## src/rtl/mrps_pkg.sv

```systemverilog
// ----------------------------------------------------------------------------
// mrps_pkg
// Types and constants shared by the message-to-radio packet segmenter.
// ----------------------------------------------------------------------------
package mrps_pkg;

    localparam int PACKET_BYTES_DEF = 32;
    localparam int HEADER_BYTES     = 6;
    localparam int CMDQ_DEPTH       = 4;
    localparam int STEP_W           = 3;

    localparam logic [7:0] MARK_FIRST = 8'd255;
    localparam logic [7:0] MARK_NEXT  = 8'd254;
    localparam logic [7:0] MARK_LAST  = 8'd253;

    localparam logic REQ_START = 1'b0;
    localparam logic REQ_DATA  = 1'b1;

    typedef enum logic [1:0] {
        ST_OK,
        ST_ORPHAN,
        ST_RESTART,
        ST_EMPTY
    } status_t;

    typedef enum logic [1:0] {
        CMD_STATUS,
        CMD_START,
        CMD_DATA
    } cmd_kind_t;

    typedef struct packed {
        logic        req_type;
        logic [15:0] topic_len;
        logic [15:0] payload_len;
        logic        retained_flag;
        logic [7:0]  data_byte;
    } req_t;

    typedef struct packed {
        logic [7:0] out_byte;
        logic       end_of_packet;
        logic [5:0] packet_length;
        logic       end_of_message;
        logic       last_of_run;
        status_t    status;
    } res_t;

    // lead: restart status word (status/start kinds) or marker (data kind)
    typedef struct packed {
        cmd_kind_t   kind;
        logic        lead;
        logic [7:0]  marker;
        status_t     status;
        logic [15:0] topic_len;
        logic [15:0] payload_len;
        logic        retained_flag;
        logic [7:0]  data_byte;
        logic        eop;
        logic [5:0]  plen;
        logic        eom;
    } cmd_t;

endpackage

```

## src/rtl/mrps_front.sv

```systemverilog
// ----------------------------------------------------------------------------
// mrps_front
// Tracks message and packet position and turns each input word into a command.
// ----------------------------------------------------------------------------
module mrps_front
    import mrps_pkg::*;
#(
    parameter int PACKET_BYTES = PACKET_BYTES_DEF
)
(
    input  logic  clk,
    input  logic  rst_n,
    input  logic  accept,
    input  req_t  req,
    output cmd_t  cmd
);

    logic        open_reg, open_next;
    logic [16:0] rem_reg, rem_next;
    logic [5:0]  pos_reg, pos_next;

    logic [16:0] total;
    logic [16:0] rem_dec;
    logic [5:0]  pos_base;
    logic [5:0]  pos_inc;
    logic        eom;
    logic        eop;

    always_ff @(posedge clk or negedge rst_n)
    begin
        if (!rst_n)
        begin
            open_reg <= 1'b0;
            rem_reg  <= '0;
            pos_reg  <= '0;
        end
        else if (accept)
        begin
            open_reg <= open_next;
            rem_reg  <= rem_next;
            pos_reg  <= pos_next;
        end
    end

    always_comb
    begin
        total    = {1'b0, req.topic_len} + {1'b0, req.payload_len};
        rem_dec  = rem_reg - 17'd1;
        pos_base = (pos_reg == '0) ? 6'd1 : pos_reg;
        pos_inc  = pos_base + 6'd1;
        eom      = (rem_dec == '0);
        eop      = eom || (pos_inc >= 6'(PACKET_BYTES));

        open_next = open_reg;
        rem_next  = rem_reg;
        pos_next  = pos_reg;

        cmd               = '0;
        cmd.kind          = CMD_STATUS;
        cmd.status        = ST_OK;
        cmd.topic_len     = req.topic_len;
        cmd.payload_len   = req.payload_len;
        cmd.retained_flag = req.retained_flag;
        cmd.data_byte     = req.data_byte;

        if (req.req_type == REQ_START)
        begin
            cmd.lead = open_reg;
            if (total == '0)
            begin
                cmd.kind   = CMD_STATUS;
                cmd.status = ST_EMPTY;
                open_next  = 1'b0;
                rem_next   = '0;
                pos_next   = '0;
            end
            else
            begin
                cmd.kind   = CMD_START;
                cmd.marker = (total <= 17'(PACKET_BYTES - HEADER_BYTES)) ? MARK_LAST
                                                                        : MARK_FIRST;
                open_next  = 1'b1;
                rem_next   = total;
                pos_next   = 6'(HEADER_BYTES);
            end
        end
        else if (!open_reg)
        begin
            cmd.kind   = CMD_STATUS;
            cmd.status = ST_ORPHAN;
        end
        else
        begin
            cmd.kind   = CMD_DATA;
            cmd.lead   = (pos_reg == '0);
            cmd.marker = (rem_reg <= 17'(PACKET_BYTES - 1)) ? MARK_LAST : MARK_NEXT;
            cmd.eom    = eom;
            cmd.eop    = eop;
            cmd.plen   = eop ? pos_inc : '0;
            rem_next   = rem_dec;
            pos_next   = eop ? '0 : pos_inc;
            if (eom)
            begin
                open_next = 1'b0;
            end
        end
    end

endmodule

```

## src/rtl/mrps_cmdq.sv

```systemverilog
// ----------------------------------------------------------------------------
// mrps_cmdq
// Short command queue between the front and the back.
// ----------------------------------------------------------------------------
module mrps_cmdq
    import mrps_pkg::*;
#(
    parameter int DEPTH = CMDQ_DEPTH
)
(
    input  logic clk,
    input  logic rst_n,
    input  logic wr,
    input  cmd_t wdata,
    output logic full,
    input  logic rd,
    output cmd_t rdata,
    output logic empty
);

    localparam int AW = (DEPTH > 1) ? $clog2(DEPTH) : 1;
    localparam int CW = $clog2(DEPTH + 1);

    cmd_t          mem [DEPTH];
    logic [AW-1:0] wp_reg, rp_reg;
    logic [CW-1:0] cnt_reg;

    assign full  = (cnt_reg == CW'(DEPTH));
    assign empty = (cnt_reg == '0);
    assign rdata = mem[rp_reg];

    always_ff @(posedge clk)
    begin
        if (wr)
        begin
            mem[wp_reg] <= wdata;
        end
    end

    always_ff @(posedge clk or negedge rst_n)
    begin
        if (!rst_n)
        begin
            wp_reg  <= '0;
            rp_reg  <= '0;
            cnt_reg <= '0;
        end
        else
        begin
            if (wr)
            begin
                wp_reg <= (wp_reg == AW'(DEPTH - 1)) ? '0 : wp_reg + AW'(1);
            end
            if (rd)
            begin
                rp_reg <= (rp_reg == AW'(DEPTH - 1)) ? '0 : rp_reg + AW'(1);
            end
            if (wr && !rd)
            begin
                cnt_reg <= cnt_reg + CW'(1);
            end
            else if (rd && !wr)
            begin
                cnt_reg <= cnt_reg - CW'(1);
            end
        end
    end

endmodule

```

## src/rtl/mrps_back.sv

```systemverilog
// ----------------------------------------------------------------------------
// mrps_back
// Expands each command into its result words into an output register, one
// per cycle while that register is empty or being popped.
// ----------------------------------------------------------------------------
module mrps_back
    import mrps_pkg::*;
(
    input  logic clk,
    input  logic rst_n,
    input  cmd_t cmd,
    input  logic q_empty,
    output logic q_pop,
    output res_t res,
    output logic empty,
    input  logic pop
);

    logic [STEP_W-1:0] step_reg;
    logic [STEP_W-1:0] last_step;
    logic [STEP_W-1:0] pos;
    logic              valid_reg;
    res_t              res_reg;
    res_t              res_next;
    logic              load;
    logic              advance;

    assign load    = !valid_reg || pop;
    assign advance = load && !q_empty;
    assign q_pop   = advance && (step_reg == last_step);
    assign res     = res_reg;
    assign empty   = !valid_reg;

    always_comb
    begin
        pos       = step_reg - STEP_W'(cmd.lead);
        last_step = (cmd.kind == CMD_START) ? STEP_W'(HEADER_BYTES - 1) + STEP_W'(cmd.lead)
                                            : STEP_W'(cmd.lead);
        res_next             = '0;
        res_next.status      = ST_OK;
        res_next.last_of_run = (step_reg == last_step);

        if (cmd.lead && step_reg == '0)
        begin
            if (cmd.kind == CMD_DATA)
            begin
                res_next.out_byte = cmd.marker;
            end
            else
            begin
                res_next.status = ST_RESTART;
            end
        end
        else
        begin
            case (cmd.kind)
                CMD_STATUS:
                begin
                    res_next.status = cmd.status;
                end
                CMD_START:
                begin
                    case (pos)
                        3'd0:    res_next.out_byte = cmd.marker;
                        3'd1:    res_next.out_byte = cmd.topic_len[7:0];
                        3'd2:    res_next.out_byte = cmd.topic_len[15:8];
                        3'd3:    res_next.out_byte = cmd.payload_len[7:0];
                        3'd4:    res_next.out_byte = cmd.payload_len[15:8];
                        default: res_next.out_byte = {7'd0, cmd.retained_flag};
                    endcase
                end
                CMD_DATA:
                begin
                    res_next.out_byte       = cmd.data_byte;
                    res_next.end_of_packet  = cmd.eop;
                    res_next.packet_length  = cmd.plen;
                    res_next.end_of_message = cmd.eom;
                end
                default:
                begin
                    res_next.status = cmd.status;
                end
            endcase
        end
    end

    always_ff @(posedge clk)
    begin
        if (advance)
        begin
            res_reg <= res_next;
        end
    end

    always_ff @(posedge clk or negedge rst_n)
    begin
        if (!rst_n)
        begin
            valid_reg <= 1'b0;
            step_reg  <= '0;
        end
        else
        begin
            if (advance)
            begin
                valid_reg <= 1'b1;
                step_reg  <= q_pop ? '0 : step_reg + STEP_W'(1);
            end
            else if (pop)
            begin
                valid_reg <= 1'b0;
            end
        end
    end

endmodule

```

## src/rtl/message_to_radio_packet_segmenter_unit.sv

```systemverilog
// ----------------------------------------------------------------------------
// message_to_radio_packet_segmenter_unit
// Cuts a message into radio packets with markers, header and packet lengths.
// ----------------------------------------------------------------------------
// A word is taken every cycle while the 4-entry command queue has room; the
// result sequencer then sends one result word per cycle while not stalled by
// pop: a data word gives 1 word, or 2 when it opens a packet (marker first);
// a start word gives 6, or 7 after a restart; status words give 1, or 2 after
// a restart. Unstalled, the sustained rate is one data byte per cycle, set by
// the single output port, with header and marker words taking extra cycles.
module message_to_radio_packet_segmenter_unit
    import mrps_pkg::*;
#(
    parameter int PACKET_BYTES = PACKET_BYTES_DEF
)
(
    input  logic clk,
    input  logic rst_n,
    input  logic push,
    output logic full,
    input  req_t req,
    output logic empty,
    input  logic pop,
    output res_t res
);

    cmd_t fe_cmd;
    cmd_t q_cmd;
    logic accept;
    logic q_empty;
    logic q_pop;

    assign accept = push && !full;

    mrps_front #(
        .PACKET_BYTES(PACKET_BYTES)
    ) u_front (
        .clk    (clk),
        .rst_n  (rst_n),
        .accept (accept),
        .req    (req),
        .cmd    (fe_cmd)
    );

    mrps_cmdq #(
        .DEPTH(CMDQ_DEPTH)
    ) u_cmdq (
        .clk    (clk),
        .rst_n  (rst_n),
        .wr     (accept),
        .wdata  (fe_cmd),
        .full   (full),
        .rd     (q_pop),
        .rdata  (q_cmd),
        .empty  (q_empty)
    );

    mrps_back u_back (
        .clk     (clk),
        .rst_n   (rst_n),
        .cmd     (q_cmd),
        .q_empty (q_empty),
        .q_pop   (q_pop),
        .res     (res),
        .empty   (empty),
        .pop     (pop)
    );

    a_pop_nonempty: assert property (@(posedge clk) disable iff (!rst_n)
        q_pop |-> !q_empty)
        else $error("command queue popped while empty");

    a_status_clean: assert property (@(posedge clk) disable iff (!rst_n)
        (!empty && res.status != ST_OK) |->
            (res.out_byte == 8'd0 && !res.end_of_packet && !res.end_of_message))
        else $error("status word carries packet data");

    a_eom_eop: assert property (@(posedge clk) disable iff (!rst_n)
        (!empty && res.end_of_message) |-> (res.end_of_packet && res.last_of_run))
        else $error("end of message without end of packet");

    a_eop_len: assert property (@(posedge clk) disable iff (!rst_n)
        (!empty && res.end_of_packet) |->
            (res.packet_length != 6'd0 && res.packet_length <= 6'(PACKET_BYTES)))
        else $error("bad packet length");

endmodule
```

## config.mk

```make
export PLATFORM = sky130hd
export DESIGN_NAME = message_to_radio_packet_segmenter_unit
export DESIGN_NICKNAME = d
export VERILOG_FILES = /design/src/rtl/mrps_pkg.sv /design/src/rtl/mrps_front.sv /design/src/rtl/mrps_cmdq.sv /design/src/rtl/mrps_back.sv /design/src/rtl/message_to_radio_packet_segmenter_unit.sv
export SDC_FILE = /design/constraint.sdc
export NUM_CORES = 1
export LEC_CHECK = 0
export BUFFER_PORTS_ARGS = -buffer_cell sky130_fd_sc_hd__buf_2
export CAP_MARGIN = 30
export CORE_MARGIN = 1
export CORE_UTILIZATION = 65
export DETAILED_ROUTE_END_ITERATION = 10
export PLACE_DENSITY = 0.86
export REMOVE_ABC_BUFFERS = 1
export SYNTH_ARGS = -nofsm -noshare
export SYNTH_HDL_FRONTEND = slang
export SYNTH_SLANG_ARGS = --single-unit
```

## constraint.sdc

```tcl
create_clock -name clk -period 9.4 [get_ports clk]
set_input_delay 1.41 -clock clk [delete_from_list [all_inputs] [get_ports clk]]
set_output_delay 1.41 -clock clk [all_outputs]
set_load 0.01 [all_outputs]
```

==> results of run 1 <==
## metrics by stage
stage	utilization (%)	setup slack, ps	instances	total power, uW
after floorplan	-	4080	821	3030
after global routing	73.5	4250	1210	4800
final	73.5	4530	1210	4600
after global placement	69.1	4720	1159	3430
after detailed placement	69.1	4560	1159	3510
after CTS	73.5	4560	1209	4590
## report_power, final
group          switching (uW)  internal [uW]  total (uW)
Sequential                177           1710        1890
Clock                     452            600        1050
Combinational             985            672        1660
## worst max-delay path, cell delays in order (launching register included)
cell and delay, ps:
sky130_fd_sc_hd__dfrtp_4 620, sky130_fd_sc_hd__buf_4 770, sky130_fd_sc_hd__mux4_2 650, sky130_fd_sc_hd__inv_1 80, sky130_fd_sc_hd__ha_1 280, sky130_fd_sc_hd__ha_1 290, sky130_fd_sc_hd__xor2_1 160, sky130_fd_sc_hd__nor3_1 490
sky130_fd_sc_hd__nand2_1 300, sky130_fd_sc_hd__ha_1 310, sky130_fd_sc_hd__inv_1 80, sky130_fd_sc_hd__fa_1 420, sky130_fd_sc_hd__mux2_2 270
## synthesized netlist by cell type (all sizes together) (10+ instances only)
| master | instances | area [um2] |
|---|---|---|
| edfxtp | 247 | 7420 |
| mux4 | 58 | 1310 |
| nand2 | 52 | 195 |
| o21ai | 51 | 259 |
| a21oi | 50 | 254 |
| nor2 | 47 | 176 |
| dfrtp | 35 | 876 |
| ha | 33 | 413 |
| clkbuf | 28 | 105 |
| inv | 24 | 90.1 |
| xnor2 | 16 | 140 |
| and3 | 15 | 93.8 |
| nand3 | 15 | 75.1 |
| buf | 11 | 48.8 |
| a21o | 10 | 75.1 |
| a22o | 10 | 87.6 |
| nand2b | 10 | 62.6 |
| nor3 | 10 | 55.1 |
## logic make-up after synthesis
group,share of synthesized area (%)
flops,64.4
fa+ha+maj,3.52
simple gates,7.72
mux,11.1
compound gates,9.57
buf+inv,1.95
xor+xnor,1.70
## final cells by class
| class | instances | area (um2) |
|---|---|---|
| fill | 1167 | 5160 |
| clock buffer | 43 | 786 |
| clock inverter | 7 | 68.8 |
| tap | 265 | 332 |
| sequential | 282 | 8300 |
| multi-input combinational | 513 | 4340 |
| timing repair buffer | 73 | 383 |
| inverter | 26 | 97.6 |
| antenna | 1 | 2.50 |
## worst paths after layout
path | endpoint | slack, ps | cells after the start
max in group asynchronous | u_cmdq.rp_reg[0] | 7730 | 1
max reg2reg | u_cmdq.cnt_reg[1] | 4530 | 12
min reg2reg | u_front.pos_reg[0] | 520 | 1
min | u_front.pos_reg[0] | 520 | 1
min in group asynchronous | u_front.rem_reg[2] | 1000 | 1
max | u_cmdq.cnt_reg[1] | 4530 | 12
## per-layer routing
layer	routed length (um)	global-route usage [%]
met1	11100	41.2
met2	14200	48.0
met3	2510	3.49
met4	894	10.9
met5	0	0
==> impl_results.md, run 1 <==
* Number of gates resized after CTS at 0
* Max VDD drop at 0.000206 V
* Clock root buffer: sky130_fd_sc_hd__clkbuf_16
* Die extent in x at 143 um
* Area growth from synthesis to layout at 11.1%
* Launching element of the worst setup path: u_cmdq.rp_reg[0]
* Cell area after technology mapping at 12900 um2
* Global-route wire length before repair at 44500 um
* Clock-pin slew reported for the worst setup and hold paths after clock tree synthesis at 60 ps
* Cell area reported after detailed placement at 13400 um2
* Run status: completed
* Peak clock frequency supported by timing at 205 MHz
* Number of synthesized flops with an enable pin at 247
* Number of core rows at 51
* Part of the cycle the worst path needs at 51.8%
* Type of the worst setup path: reg2reg
* Ys async rst share at 12.4%
* Gp weighted congestion at 0.921
* Flip-flop and latch count after synthesis at 282
* Total global routing track utilization at 29.4%
* Max-slew violations at 0
* Total clock buffers created by CTS at 27
* Max Cap Viol at 0
* Count of unique library cells instantiated by Yosys at 71
* Worst clock skew at 16.8 ps
* Number of nets with antenna violations after detailed routing at 0
* Maximum level of the CTS H-tree at 1
* Overflow left after global routing at 0
* Hold buffer count at cts at 0
* Ports placed on the boundary at 67
* Sort of element at the start of the critical path: flop
* Effective utilization at floorplan at 66.1%
* Die Y at 143 um
* Number of instances in the synthesized netlist at 860
* Detail Placement HPWL at 17900 um
* CP Data Required Time at 9820 ps
* Number of global-route vias before repair at 8044
* Total detailed-routing wirelength at 28700 um
* Most common cell after layout, fill and taps aside: sky130_fd_sc_hd__edfxtp_1
* Start point of the worst hold path: u_front.pos_reg[0]
* Worst Hold Margin at 518 ps
* Clock period minus worst slack at 4870 ps
* TritonCTS clock tree: built
* Fin nets at 1004
* Main flop type after synthesis: sky130_fd_sc_hd__edfxtp_1
* Type of the worst min-delay path: reg2reg
* Max FFs per register at 228
* Final non-filler cell area at 14300 um2
* Most used cells in the layout excluding fill and tap cells: 247 x sky130_fd_sc_hd__edfxtp_1, 66 x sky130_fd_sc_hd__buf_2, 58 x sky130_fd_sc_hd__mux4_2, 52 x sky130_fd_sc_hd__nand2_1, 49 x sky130_fd_sc_hd__o21ai_0
* Worst path arrival time at 5290 ps
* Worst R2R Start: u_cmdq.rp_reg[0]
* Starting DRC count in detailed routing at 1010
* Total die area at 20400 um2
* Total Neg Setup Slack at 0 ps
* Wire per inst at 23.8 um
* Ratio of cells with drive above 1 in the final layout at 20.4%
* Leak at 0.00513 uW
* Max-slew headroom at 32.6%
* Pwr Density at 322 nW/um2
* Final hold violation count at 0
* Transition at the pin with the smallest max-transition slack at 1000 ps
* Pin count of the biggest net entering global routing at 60
* Number of buffers added for setup after CTS at 0
* Maximum clock path buffer count at 3
* Number of antenna violations at the first check in global routing at 1
* Number of synthesis warnings at 0
* Post-detailed-route via-to-cell ratio at 6.65
* 1st-pass router iterations at 7
* Post-Syn Area per Cell at 15.0 um2
* Via count at 8041
* Proportion of synthesized chip area in sequential cells at 64.4%
* RSZ-0062 raised after global routing: false
* Area of the core region at 19500 um2
* Clock insertion delay at the later pin of the skew report at 540 ps
* Number of sinks driven by the clock tree at 282
* Count of final setup violators at 0
* Critical Path End Type: flop
* Drt drc at 0
* Critical path fanouts, max at 46
* Port buffer count at 66
Note: power is estimated with default switching activity, not from simulation.
==> inputs of run 2 (changes only) <==
- CORE_UTILIZATION: 65 -> 61
- PLACE_DENSITY: 0.86 -> 0.81
- clock period: 9.4 -> 4.6 ns (I/O delays scaled with it)
==> impl_results.md, run 2 (synthesized netlist as in run 1, its figures left out) <==
* Run status: completed
* Final hold violation count at 0 (unchanged)
* Number of global-route vias before repair at 7780 (-3.3%)
* Starting DRC count in detailed routing at 735 (-27%)
* Worst path arrival time at 4240 ps (-1050 ps)
* Gp weighted congestion at 0.913 (-0.93%)
* Ports placed on the boundary at 67 (unchanged)
* Area growth from synthesis to layout at 11.0%
* Core Util, Final at 69.9% (-3.6 points)
* Post-detailed-route via-to-cell ratio at 6.50 (-2.2%)
* Worst clock skew at 10.6 ps (-6.20 ps)
* Die Y at 147 um (+3.2%)
* Type of the worst setup path: reg2reg
* Max Cap Viol at 0 (unchanged)
* CP Data Required Time at 5030 ps (-4790 ps)
* Peak clock frequency supported by timing at 262 MHz (+28%)
* Maximum clock path buffer count at 3 (unchanged)
* Total die area at 21700 um2 (+6.5%)
* Number of nets with antenna violations after detailed routing at 0 (unchanged)
* Total global routing track utilization at 26.6% (-2.8 points)
* Hold buffer count at cts at 0 (unchanged)
* Clock root buffer: sky130_fd_sc_hd__clkbuf_16
* Fin nets at 1007 (+0.30%)
* Number of cells after detailed placement at 1166 (+0.60%)
* Fillers at 1305 (+12%)
* Number of buffers added for setup after CTS at 0 (unchanged)
* Max FFs per register at 228 (unchanged)
* Most common cell after layout, fill and taps aside: sky130_fd_sc_hd__edfxtp_1
* Maximum level of the CTS H-tree at 1 (unchanged)
* Count of final setup violators at 0 (unchanged)
* Total clock buffers created by CTS at 28 (+3.7%)
* Number of gates resized after CTS at 0 (unchanged)
* Max-slew headroom at 36.5% (+3.8 points)
* Pin count of the biggest net entering global routing at 58 (-3.3%)
* Final Instance Count excl. Fillers at 1216 (+0.50%)
* Clock-pin slew reported for the worst setup and hold paths after clock tree synthesis at 60 ps (about the same)
* Most used cells in the layout excluding fill and tap cells: 247 x sky130_fd_sc_hd__edfxtp_1, 66 x sky130_fd_sc_hd__buf_2, 58 x sky130_fd_sc_hd__mux4_2, 52 x sky130_fd_sc_hd__nand2_1, 49 x sky130_fd_sc_hd__o21ai_0
* Global-route wire length before repair at 43800 um (-1.5%)
* RSZ-0062 raised after global routing: false
* Critical Path End Type: flop
* Ratio of cells with drive above 1 in the final layout at 20.3% (-0.15 points)
* Number of core rows at 52 (+2.0%)
* Via count at 7902 (-1.7%)
* Transition at the pin with the smallest max-transition slack at 953 ps (-49.8 ps)
* Leak at 0.00513 uW (about the same)
* Number of sinks driven by the clock tree at 282 (unchanged)
* Port buffer count at 66 (unchanged)
* Overflow left after global routing at 0 (unchanged)
* Critical path fanouts, max at 15 (-67%)
* Sort of element at the start of the critical path: flop
* Effective utilization at floorplan at 63.0% (-3.1 points)
* 1st-pass router iterations at 7 (unchanged)
* Clock period minus worst slack at 3810 ps (-1060 ps)
* Wire per inst at 23.2 um (-2.4%)
* Max VDD drop at 0.000369 V (+79%)
* Detail Placement HPWL at 17900 um (+0.19%)
* Total detailed-routing wirelength at 28200 um (-1.9%)
* Clock insertion delay at the later pin of the skew report at 550 ps (about the same)
* Antenna diode count at 0 (-1)
* TritonCTS clock tree: built
* Max-slew violations at 0 (unchanged)
* Type of the worst min-delay path: in2async
* Part of the cycle the worst path needs at 82.9% (+31 points)
* Die extent in x at 147 um (+3.2%)
* Drt drc at 0 (unchanged)
* Number of antenna violations at the first check in global routing at 0 (-1)
* Area of the core region at 20400 um2 (+5.0%)
* Pwr Density at 648 nW/um2 (+100%)
run 2: cell types whose count changed in the layout (fill, tap and decap cells not counted), moves of 2 or more:
cell,change
sky130_fd_sc_hd__buf_4,+2
sky130_fd_sc_hd__clkinv_1,+9
sky130_fd_sc_hd__clkinvlp_4,-2
sky130_fd_sc_hd__clkbuf_8,-5
sky130_fd_sc_hd__clkinv_4,+2
sky130_fd_sc_hd__clkbuf_1,-6
run 2: per-stage QoR:
step / setup TNS [ps] / setup WS [ps] / hold WS (ps) / power, uW / area (um2)
final: 0 / 787 / 264 / 9250 / 14300
after global routing: 0 / 511 / 334 / 9710 / 14300
after CTS: 0 / 782 / 284 / 9270 / 14300
after detailed placement: 0 / 723 / 479 / 7180 / 13500
after global placement: 0 / 798 / 471 / 7060 / 13500
after floorplan: -2920 / -717 / 394 / 6190 / 12700
run 2: final timing paths:
path	slack (ps)	cells after the start	startpoint	to
min in group clk	360	2	pop	u_back.valid_reg
setup reg to reg	790	10	u_cmdq.rp_reg[0]	u_cmdq.cnt_reg[1]
hold reg to reg	490	1	u_cmdq.cnt_reg[2]	u_cmdq.cnt_reg[2]
max in group asynchronous	3680	1	rst_n	u_cmdq.rp_reg[0]
hold / removal	260	1	rst_n	u_cmdq.cnt_reg[1]
setup / recovery	790	10	u_cmdq.rp_reg[0]	u_cmdq.cnt_reg[1]
run 2: per-layer routing:
layer  track usage [%]  wire, um  part of all wire (%)  vias up
met5                 0         0                     0        -
met4              6.29       556                   2.0        0
met3              4.72      2300                   8.2       52
met2              44.2     13900                    49      371
met1              37.1     11500                    41     3939
li1                  -         -                     -     3540
run 2: power breakdown:
| group | leakage (uW) | total, uW | switching [uW] | internal (uW) |
|---|---|---|---|---|
| Sequential | 0.00270 | 3900 | 394 | 3500 |
| Clock | 0.000400 | 2040 | 929 | 1120 |
| Combinational | 0.00202 | 3310 | 1930 | 1380 |
run 2: area by class of cell:
class | instances | area [um2] | area share, %
Clock buffer | 33 | 719 | 5.04
Clock inverter | 17 | 96.3 | 0.675
Inverter | 26 | 97.6 | 0.683
Multi-Input combinational cell | 513 | 4340 | 30.4
Sequential cell | 282 | 8300 | 58.1
Tap cell | 270 | 338 | 2.37
Timing Repair Buffer | 75 | 398 | 2.79
run 2: worst max-delay path: stages (launching register included):
cell and delay, ps:
sky130_fd_sc_hd__dfrtp_4 610, sky130_fd_sc_hd__mux4_2 590, sky130_fd_sc_hd__ha_1 290, sky130_fd_sc_hd__ha_1 310
sky130_fd_sc_hd__xor2_1 140, sky130_fd_sc_hd__nor3_1 440, sky130_fd_sc_hd__nand2_1 280, sky130_fd_sc_hd__ha_1 290
sky130_fd_sc_hd__inv_1 70, sky130_fd_sc_hd__fa_1 400, sky130_fd_sc_hd__mux2_2 280
==> inputs of run 3 (changes only) <==
- clock period: 4.6 -> 3.6 ns (I/O delays scaled with it)
==> impl_results.md, run 3 (synthesized netlist as in run 1, its figures left out) <==
* Maximum level of the CTS H-tree at 1 (unchanged)
* Global-route wire length before repair at 46400 um (+5.9%)
* 1st-pass router iterations at 5 (-2)
* Die extent in x at 147 um (unchanged)
* Number of nets with antenna violations after detailed routing at 0 (unchanged)
* RSZ-0062 raised after global routing: false
* Gp weighted congestion at 0.909 (-0.41%)
* Reg2reg path depth at 10 (unchanged)
* Most common cell after layout, fill and taps aside: sky130_fd_sc_hd__edfxtp_1
* Final hold violation count at 0 (unchanged)
* Sort of element at the start of the critical path: flop
* Starting DRC count in detailed routing at 896 (+22%)
* Pin count of the biggest net entering global routing at 51 (-12%)
* Clock root buffer: sky130_fd_sc_hd__clkbuf_16
* Die Y at 147 um (unchanged)
* Worst R2R Start: u_cmdq.rp_reg[0]
* Core Util, Final at 72.0% (+2.1 points)
* Pwr Density at 858 nW/um2 (+33%)
* Run status: completed
* Critical path fanouts, max at 9 (-6)
* Fin nets at 1036 (+2.9%)
* Total global routing track utilization at 28.5% (+1.8 points)
* Max VDD drop at 0.000449 V (+22%)
* Post-detailed-route via-to-cell ratio at 6.56 (+1.0%)
* CP Capture Point: u_back.res[15]
* CP Data Required Time at 3880 ps (-1150 ps)
* Number of antenna violations at the first check in global routing at 3 (+3)
* Reg2reg end: u_back.res[15]
* Type of the worst setup path: reg2reg
* TritonCTS clock tree: built
* Launching element of the worst setup path: u_cmdq.rp_reg[0]
* Total clock buffers created by CTS at 29 (+3.6%)
* Overflow left after global routing at 0 (unchanged)
* Number of buffers added for setup after CTS at 0 (unchanged)
* Count of final setup violators at 0 (unchanged)
* Number of cells after detailed placement at 1194 (+2.4%)
* Transition at the pin with the smallest max-transition slack at 903 ps (-50.4 ps)
* Drt drc at 0 (unchanged)
* Max Cap Viol at 0 (unchanged)
* Most used cells in the layout excluding fill and tap cells: 247 x sky130_fd_sc_hd__edfxtp_1, 66 x sky130_fd_sc_hd__buf_2, 58 x sky130_fd_sc_hd__mux4_2, 51 x sky130_fd_sc_hd__nand2_1, 49 x sky130_fd_sc_hd__o21ai_0
* Total detailed-routing wirelength at 30100 um (+6.6%)
* Via count at 8212 (+3.9%)
* Number of global-route vias before repair at 8342 (+7.2%)
* Number of gates resized after CTS at 0 (unchanged)
* Peak clock frequency supported by timing at 292 MHz (+11%)
* Number of sinks driven by the clock tree at 282 (unchanged)
* Max-slew headroom at 39.8% (+3.4 points)
* Max FFs per register at 228 (unchanged)
* Leak at 0.00536 uW (+4.5%)
* Type of the worst min-delay path: in2async
* Total die area at 21700 um2 (unchanged)
* Clock period minus worst slack at 3420 ps (-388 ps)
* Number of core rows at 52 (unchanged)
* Max-slew violations at 0 (unchanged)
* Worst clock skew at 14.2 ps (+3.54 ps)
* Final Instance Count excl. Fillers at 1251 (+2.9%)
* Critical Path End Type: flop
* Part of the cycle the worst path needs at 95.1% (+12 points)
* Clock-pin slew reported for the worst setup and hold paths after clock tree synthesis at 60 ps (about the same)
* Wire per inst at 24.0 um (+3.6%)
* Register-to-Register Setup Slack at 180 ps (-610 ps)
* Hold buffer count at cts at 0 (unchanged)
* Effective utilization at floorplan at 63.0% (unchanged)
* Area of the core region at 20400 um2 (unchanged)
* Detail Placement HPWL at 19400 um (+8.2%)
* Ratio of cells with drive above 1 in the final layout at 23.3% (+3.0 points)
* Maximum clock path buffer count at 3 (unchanged)
* Clock insertion delay at the later pin of the skew report at 550 ps (about the same)
* Ports placed on the boundary at 67 (unchanged)
* Port buffer count at 66 (unchanged)
* Power consumption at 12600 uW (+36%)
* Worst path arrival time at 3700 ps (-540 ps)
* Area growth from synthesis to layout at 14.3%
run 3: final cells by class:
class                   instances  area (um2)
clock buffers                  36         772
diodes                          3        7.51
inverters                      26        97.6
repair buffers                103         633
multi-input cells             513        4340
flip-flops and latches        282        8300
fillers                      1280        5720
well taps                     270         338
clock inverters                18         223
run 3: through the flow:
step                      hold WS [ps]  cell area [um2]  worst slack (ps)  setup TNS [ps]
final                              129            14700               176               0
after global placement             471            13700               101               0
after CTS                          145            14700               144               0
after detailed placement           487            13700              40.4               0
after global routing               174            14700              3.33               0
after floorplan                    244            12700             -1720          -21020
run 3: per-layer routing:
metal	track usage, %	wire length [um]	vias up
met5	0	0	-
met4	10.9	952	0
met3	5.81	2810	68
met2	47.5	15000	474
met1	37.1	11300	4065
li1	-	-	3605
run 3: report_power, final:
part / internal (uW) / total, uW / switching (uW)
Clock: 1880 / 3120 / 1240
Sequential: 4470 / 4950 / 480
Combinational: 1930 / 4560 / 2630
Total: 8280 / 12600 / 4350
run 3: worst min-delay path by stage:
stage,startpoint,to,slack [ps],depth (start not counted)
after floorplan,rst_n,u_back.step_reg[0],240,0
after global placement,u_cmdq.cnt_reg[2],u_cmdq.cnt_reg[2],470,1
after detailed placement,u_cmdq.cnt_reg[2],u_cmdq.cnt_reg[2],490,1
after CTS,rst_n,u_front.rem_reg[9],140,1
after global routing,rst_n,u_back.valid_reg,170,1
final,rst_n,u_cmdq.cnt_reg[1],130,1
run 3: worst max-delay path, stage by stage, from the launching register on:
cell and delay, ps:
sky130_fd_sc_hd__dfrtp_4 530, sky130_fd_sc_hd__mux4_2 580, sky130_fd_sc_hd__ha_1 210, sky130_fd_sc_hd__ha_1 220
sky130_fd_sc_hd__xor2_1 390, sky130_fd_sc_hd__nor2_1 270, sky130_fd_sc_hd__a22o_1 300, sky130_fd_sc_hd__a22oi_1 290
sky130_fd_sc_hd__nor2_1 110, sky130_fd_sc_hd__a21oi_1 170, sky130_fd_sc_hd__o21ai_0 100
